**src/hdl/aesctr_pkg.sv**
```systemverilog
// shared types, constants and aes round functions for the ctr decryptor
// depends on nothing
package aesctr_pkg;

  localparam int BLK_W   = 128;
  localparam int HALF_W  = 64;
  localparam int SBLK_W  = 28;
  localparam int IN_W    = 160;
  localparam int IDX_W   = 2;
  localparam logic [3:0] LAST_ROUND = 4'd10;

  // register indexes
  localparam logic [IDX_W-1:0] REG_KEY_HIGH = 2'd0;
  localparam logic [IDX_W-1:0] REG_KEY_LOW  = 2'd1;
  localparam logic [IDX_W-1:0] REG_IV_HIGH  = 2'd2;
  localparam logic [IDX_W-1:0] REG_IV_LOW   = 2'd3;

  // one queued block: counter value and ciphertext
  typedef struct packed {
    logic [BLK_W-1:0] ctr;
    logic [BLK_W-1:0] data;
  } job_t;

  localparam logic [7:0] SBOX [256] = '{
    8'h63,8'h7c,8'h77,8'h7b,8'hf2,8'h6b,8'h6f,8'hc5,8'h30,8'h01,8'h67,8'h2b,8'hfe,8'hd7,8'hab,8'h76,
    8'hca,8'h82,8'hc9,8'h7d,8'hfa,8'h59,8'h47,8'hf0,8'had,8'hd4,8'ha2,8'haf,8'h9c,8'ha4,8'h72,8'hc0,
    8'hb7,8'hfd,8'h93,8'h26,8'h36,8'h3f,8'hf7,8'hcc,8'h34,8'ha5,8'he5,8'hf1,8'h71,8'hd8,8'h31,8'h15,
    8'h04,8'hc7,8'h23,8'hc3,8'h18,8'h96,8'h05,8'h9a,8'h07,8'h12,8'h80,8'he2,8'heb,8'h27,8'hb2,8'h75,
    8'h09,8'h83,8'h2c,8'h1a,8'h1b,8'h6e,8'h5a,8'ha0,8'h52,8'h3b,8'hd6,8'hb3,8'h29,8'he3,8'h2f,8'h84,
    8'h53,8'hd1,8'h00,8'hed,8'h20,8'hfc,8'hb1,8'h5b,8'h6a,8'hcb,8'hbe,8'h39,8'h4a,8'h4c,8'h58,8'hcf,
    8'hd0,8'hef,8'haa,8'hfb,8'h43,8'h4d,8'h33,8'h85,8'h45,8'hf9,8'h02,8'h7f,8'h50,8'h3c,8'h9f,8'ha8,
    8'h51,8'ha3,8'h40,8'h8f,8'h92,8'h9d,8'h38,8'hf5,8'hbc,8'hb6,8'hda,8'h21,8'h10,8'hff,8'hf3,8'hd2,
    8'hcd,8'h0c,8'h13,8'hec,8'h5f,8'h97,8'h44,8'h17,8'hc4,8'ha7,8'h7e,8'h3d,8'h64,8'h5d,8'h19,8'h73,
    8'h60,8'h81,8'h4f,8'hdc,8'h22,8'h2a,8'h90,8'h88,8'h46,8'hee,8'hb8,8'h14,8'hde,8'h5e,8'h0b,8'hdb,
    8'he0,8'h32,8'h3a,8'h0a,8'h49,8'h06,8'h24,8'h5c,8'hc2,8'hd3,8'hac,8'h62,8'h91,8'h95,8'he4,8'h79,
    8'he7,8'hc8,8'h37,8'h6d,8'h8d,8'hd5,8'h4e,8'ha9,8'h6c,8'h56,8'hf4,8'hea,8'h65,8'h7a,8'hae,8'h08,
    8'hba,8'h78,8'h25,8'h2e,8'h1c,8'ha6,8'hb4,8'hc6,8'he8,8'hdd,8'h74,8'h1f,8'h4b,8'hbd,8'h8b,8'h8a,
    8'h70,8'h3e,8'hb5,8'h66,8'h48,8'h03,8'hf6,8'h0e,8'h61,8'h35,8'h57,8'hb9,8'h86,8'hc1,8'h1d,8'h9e,
    8'he1,8'hf8,8'h98,8'h11,8'h69,8'hd9,8'h8e,8'h94,8'h9b,8'h1e,8'h87,8'he9,8'hce,8'h55,8'h28,8'hdf,
    8'h8c,8'ha1,8'h89,8'h0d,8'hbf,8'he6,8'h42,8'h68,8'h41,8'h99,8'h2d,8'h0f,8'hb0,8'h54,8'hbb,8'h16
  };

  function automatic logic [7:0] xtime(input logic [7:0] v);
    xtime = {v[6:0], 1'b0} ^ (v[7] ? 8'h1b : 8'h00);
  endfunction

  // byte i of a block sits in bits 127-8i down, byte r of column c is i = r + 4c
  function automatic logic [BLK_W-1:0] aes_round(input logic [BLK_W-1:0] s,
                                                 input logic last);
    logic [7:0] b [16];
    logic [7:0] t [16];
    logic [7:0] a0, a1, a2, a3, all;
    logic [BLK_W-1:0] res;
    for (int i = 0; i < 16; i++) b[i] = s[BLK_W-1-8*i -: 8];
    for (int r = 0; r < 4; r++)
      for (int c = 0; c < 4; c++)
        t[r+4*c] = SBOX[b[r+4*((c+r)%4)]];
    if (!last) begin
      for (int c = 0; c < 4; c++) begin
        a0 = t[4*c]; a1 = t[4*c+1]; a2 = t[4*c+2]; a3 = t[4*c+3];
        all = a0 ^ a1 ^ a2 ^ a3;
        t[4*c]   = a0 ^ all ^ xtime(a0 ^ a1);
        t[4*c+1] = a1 ^ all ^ xtime(a1 ^ a2);
        t[4*c+2] = a2 ^ all ^ xtime(a2 ^ a3);
        t[4*c+3] = a3 ^ all ^ xtime(a3 ^ a0);
      end
    end
    for (int i = 0; i < 16; i++) res[BLK_W-1-8*i -: 8] = t[i];
    aes_round = res;
  endfunction

  // next round key from the current one
  function automatic logic [BLK_W-1:0] key_step(input logic [BLK_W-1:0] rk,
                                                input logic [7:0] rcon);
    logic [31:0] w0, w1, w2, w3, t, n0, n1, n2, n3;
    w0 = rk[127:96]; w1 = rk[95:64]; w2 = rk[63:32]; w3 = rk[31:0];
    t = {SBOX[w3[23:16]] ^ rcon, SBOX[w3[15:8]], SBOX[w3[7:0]], SBOX[w3[31:24]]};
    n0 = w0 ^ t;
    n1 = w1 ^ n0;
    n2 = w2 ^ n1;
    n3 = w3 ^ n2;
    key_step = {n0, n1, n2, n3};
  endfunction

endpackage

```
**src/hdl/aesctr_fifo.sv**
```systemverilog
// two-entry queue between the front end and the cipher core
// depends on aesctr_pkg
module aesctr_fifo (
  input  logic              clk,
  input  logic              rst,
  input  logic              push,
  input  aesctr_pkg::job_t  push_job,
  output logic              ready,
  input  logic              pop,
  output logic              valid,
  output aesctr_pkg::job_t  pop_job
);
  import aesctr_pkg::*;

  job_t       mem [2];
  logic       wr_ptr;
  logic       rd_ptr;
  logic [1:0] count;

  assign ready   = (count != 2'd2);
  assign valid   = (count != 2'd0);
  assign pop_job = mem[rd_ptr];

  // storage
  always_ff @(posedge clk) begin
    if (push) begin
      mem[wr_ptr] <= push_job;
    end
  end

  // pointers and fill level
  always_ff @(posedge clk) begin
    if (rst) begin
      wr_ptr <= 1'b0;
      rd_ptr <= 1'b0;
      count  <= 2'd0;
    end else begin
      if (push) wr_ptr <= ~wr_ptr;
      if (pop)  rd_ptr <= ~rd_ptr;
      case ({push, pop})
        2'b10:   count <= count + 2'd1;
        2'b01:   count <= count - 2'd1;
        default: count <= count;
      endcase
    end
  end

endmodule

```
**config.mk**
```make
export PLATFORM = sky130hd
export DESIGN_NAME = aesctr_fifo
export DESIGN_NICKNAME = d
export VERILOG_FILES = /design/src/hdl/aesctr_pkg.sv /design/src/hdl/aesctr_fifo.sv
export SDC_FILE = /design/constraint.sdc
export NUM_CORES = 1
export LEC_CHECK = 0
export CAP_MARGIN = 0
export CORE_ASPECT_RATIO = 1.5
export CORE_MARGIN = 4
export CORE_UTILIZATION = 39
export CTS_BUF_LIST = sky130_fd_sc_hd__clkbuf_4 sky130_fd_sc_hd__clkbuf_8 sky130_fd_sc_hd__clkbuf_16
export CTS_CLUSTER_SIZE = 14
export DETAILED_ROUTE_END_ITERATION = 6
export DONT_BUFFER_PORTS = 1
export RECOVER_POWER = 50
export SLEW_MARGIN = 20
export SYNTH_ARGS = -nofsm -noshare
export SYNTH_HDL_FRONTEND = slang
export SYNTH_SLANG_ARGS = --single-unit
export TNS_END_PERCENT = 5
```
**constraint.sdc**
```tcl
create_clock -name clk -period 31.8 [get_ports clk]
set_input_delay 3.18 -clock clk [delete_from_list [all_inputs] [get_ports clk]]
set_output_delay 3.18 -clock clk [all_outputs]
set_load 0.02 [all_outputs]
```
==> qor.yml <==
synthDistinctLibCells: 17
rows: 98
drc: 0
drive_gt1_frac: 0.387
post_cts_resized: 0
worstReg2RegStart: "wr_ptr"
worstMarginPinSlew_ns: 6.69
syn_inst: 818
ys_ff_latch: 517
grt_antenna_before_repair: 2
initial_core_util: 0.393
placed_cell_area_mm2: 0.0193
layout_common_cells: "edfxtp_1, mux2_2, clkbuf_16"
reg2reg_depth: 3
maxCapViolCount: 3
fmax_ghz: 0.0926
grt_util_all_layers: 0.144
cts_max_level: 2
syn2layout_area_growth_pct: 11.1
setup_violations: 0
peakVddDrop_mv: 0.0511
hold_path_depth: 2
boundaryPins: 518
cts_tree: "yes"
hold_viol_final: 0
end_kind: "flop"
grt_pass1_vias: 8118
critical_path_class: "in2reg"
wl_per_cell_um: 26.2
final_common_cell: "edfxtp_1"
clock_latency_ns: 0.58
fin_setup_tns_ns: 0
die-area_mm2: 0.0517
p_leak_uw: 0.00665
routed-via-count: 7618
crit_path_start_kind: "input port"
finalPower_uw: 1510
avgSynthCellArea_um2: 22.9
routabilityCongestion: 0.814
cts_hold_buf: 0
drt_iter0_drc: 317
yosysWarnings: 0
final_util: 0.437
drv_slew: 248
cts_buffer_depth: 3
violations: "max-capacitance violations, max-slew violations"
wirelength_mm: 39.0
path_clk_slew_ns: 0.06
post-cts-setup-buffers: 0
clock_skew_ns: 0.0164
vias_per_cell: 5.12
fin_crit_sh: 0.339
die_w_um: 187
post-route-cell-area_mm2: 0.0208
numCtsBuffers: 48
power_density_mw_per_mm2: 72.5
min_from: "count[1]"
core-area_mm2: 0.0477
slew_headroom: -3.46
drtAntennaViolNets: 0
rsz0062_at_grt: "false"
dieHeight_um: 277
grt_overflow: 0
cp.arrival_ns: 10.78
yosysSeqAreaShare: 0.825
fin_crit_ns: 10.79
firstDrtPassIters: 4
grt_pass1_wl_mm: 55.3
hold_path.class: "reg2reg"
critPathRequiredTime_ns: 31.79
synth_area_mm2: 0.0188
clkSinkCount: 517
grt_max_degree: 180
outcome: "complete, but fails checks"
hpwl_mm: 26.6
nets: 1110
synth_fp_nets: 1079
clk_root_buffer_cell: "clkbuf_16"
io_buffers: 0
path_max_fanout: 122
cp-startpoint: "push"
hold-worst-slack_ns: 0.505
sequential cells by signal, summed over array words and instances (netlist names), named ones only:
name / cells
mem: 512
wr_ptr: 1
rd_ptr: 1
count: 2
synth_stat cells (all sizes together):
| cell | number | area [um2] |
|---|---|---|
| a21oi | 1 | 5.00 |
| and2 | 1 | 6.26 |
| buf | 28 | 298 |
| dfxtp | 5 | 100 |
| edfxtp | 512 | 15400 |
| ha | 1 | 12.5 |
| inv | 1 | 3.75 |
| mux2 | 256 | 2880 |
| nand2b | 1 | 6.26 |
| nor2 | 5 | 18.8 |
| o21ai | 1 | 5.00 |
| or2 | 1 | 6.26 |
| or3 | 1 | 6.26 |
| xnor2 | 3 | 26.3 |
| xor2 | 1 | 8.76 |
final cells by class:
class / count / area (um2)
fillers: 4036 / 26900
clock buffers: 62 / 1320
flip-flops and latches: 517 / 15500
inverters: 1 / 3.75
well taps: 600 / 751
clock inverters: 23 / 226
multi-input cells: 272 / 2980
repair buffers: 9 / 63.8
diodes: 4 / 10.0
worst max-delay path, stage by stage:
cell and delay (ns):
inv_1 0.03, nor2_1 0.13, clkbuf_1 2.39, clkbuf_1 4.78
power breakdown:
group	switching [uW]	internal, uW	total, uW
registers	10.1	800	811
clock network	234	327	561
logic	99.5	39.9	139
total	344	1170	1510
per-layer routing:
layer,share of wire,routed length [um],GRT usage,up-vias
met2,0.55,21600,0.264,334
met4,0.039,1510,0.0622,0
met1,0.31,12100,0.137,3881
li1,-,-,-,3327
met5,0,0,0,-
met3,0.097,3800,0.0653,76
stage by stage:
step	worst slack, ns	cells
finish	21.01	1488
global route	20.07	1486
CTS	25.22	1483
detailed placement	25.85	1398
global placement	25.94	1398
floorplan	16.96	818
kinds of logic after synthesis:
| kind of cell | Yosys count | synth area share |
|---|---|---|
| AOI/OAI and AO/OA | 2 | 0.000533 |
| xor gates and xnor gates | 4 | 0.00187 |
| adders and majority gates | 1 | 0.000667 |
| buffers and inverters | 29 | 0.0161 |
| DFF | 517 | 0.825 |
| muxes | 256 | 0.154 |
| and+or+nand+nor | 9 | 0.00234 |
path summary, 6_finish.rpt:
check              endpoint  slack (ns)
setup reg to reg  mem[0][7]       23.31
hold reg to reg    count[1]        0.51
hold / removal     count[1]        0.51
setup / recovery  mem[0][7]       21.01
(Power assumes the default switching activity.)
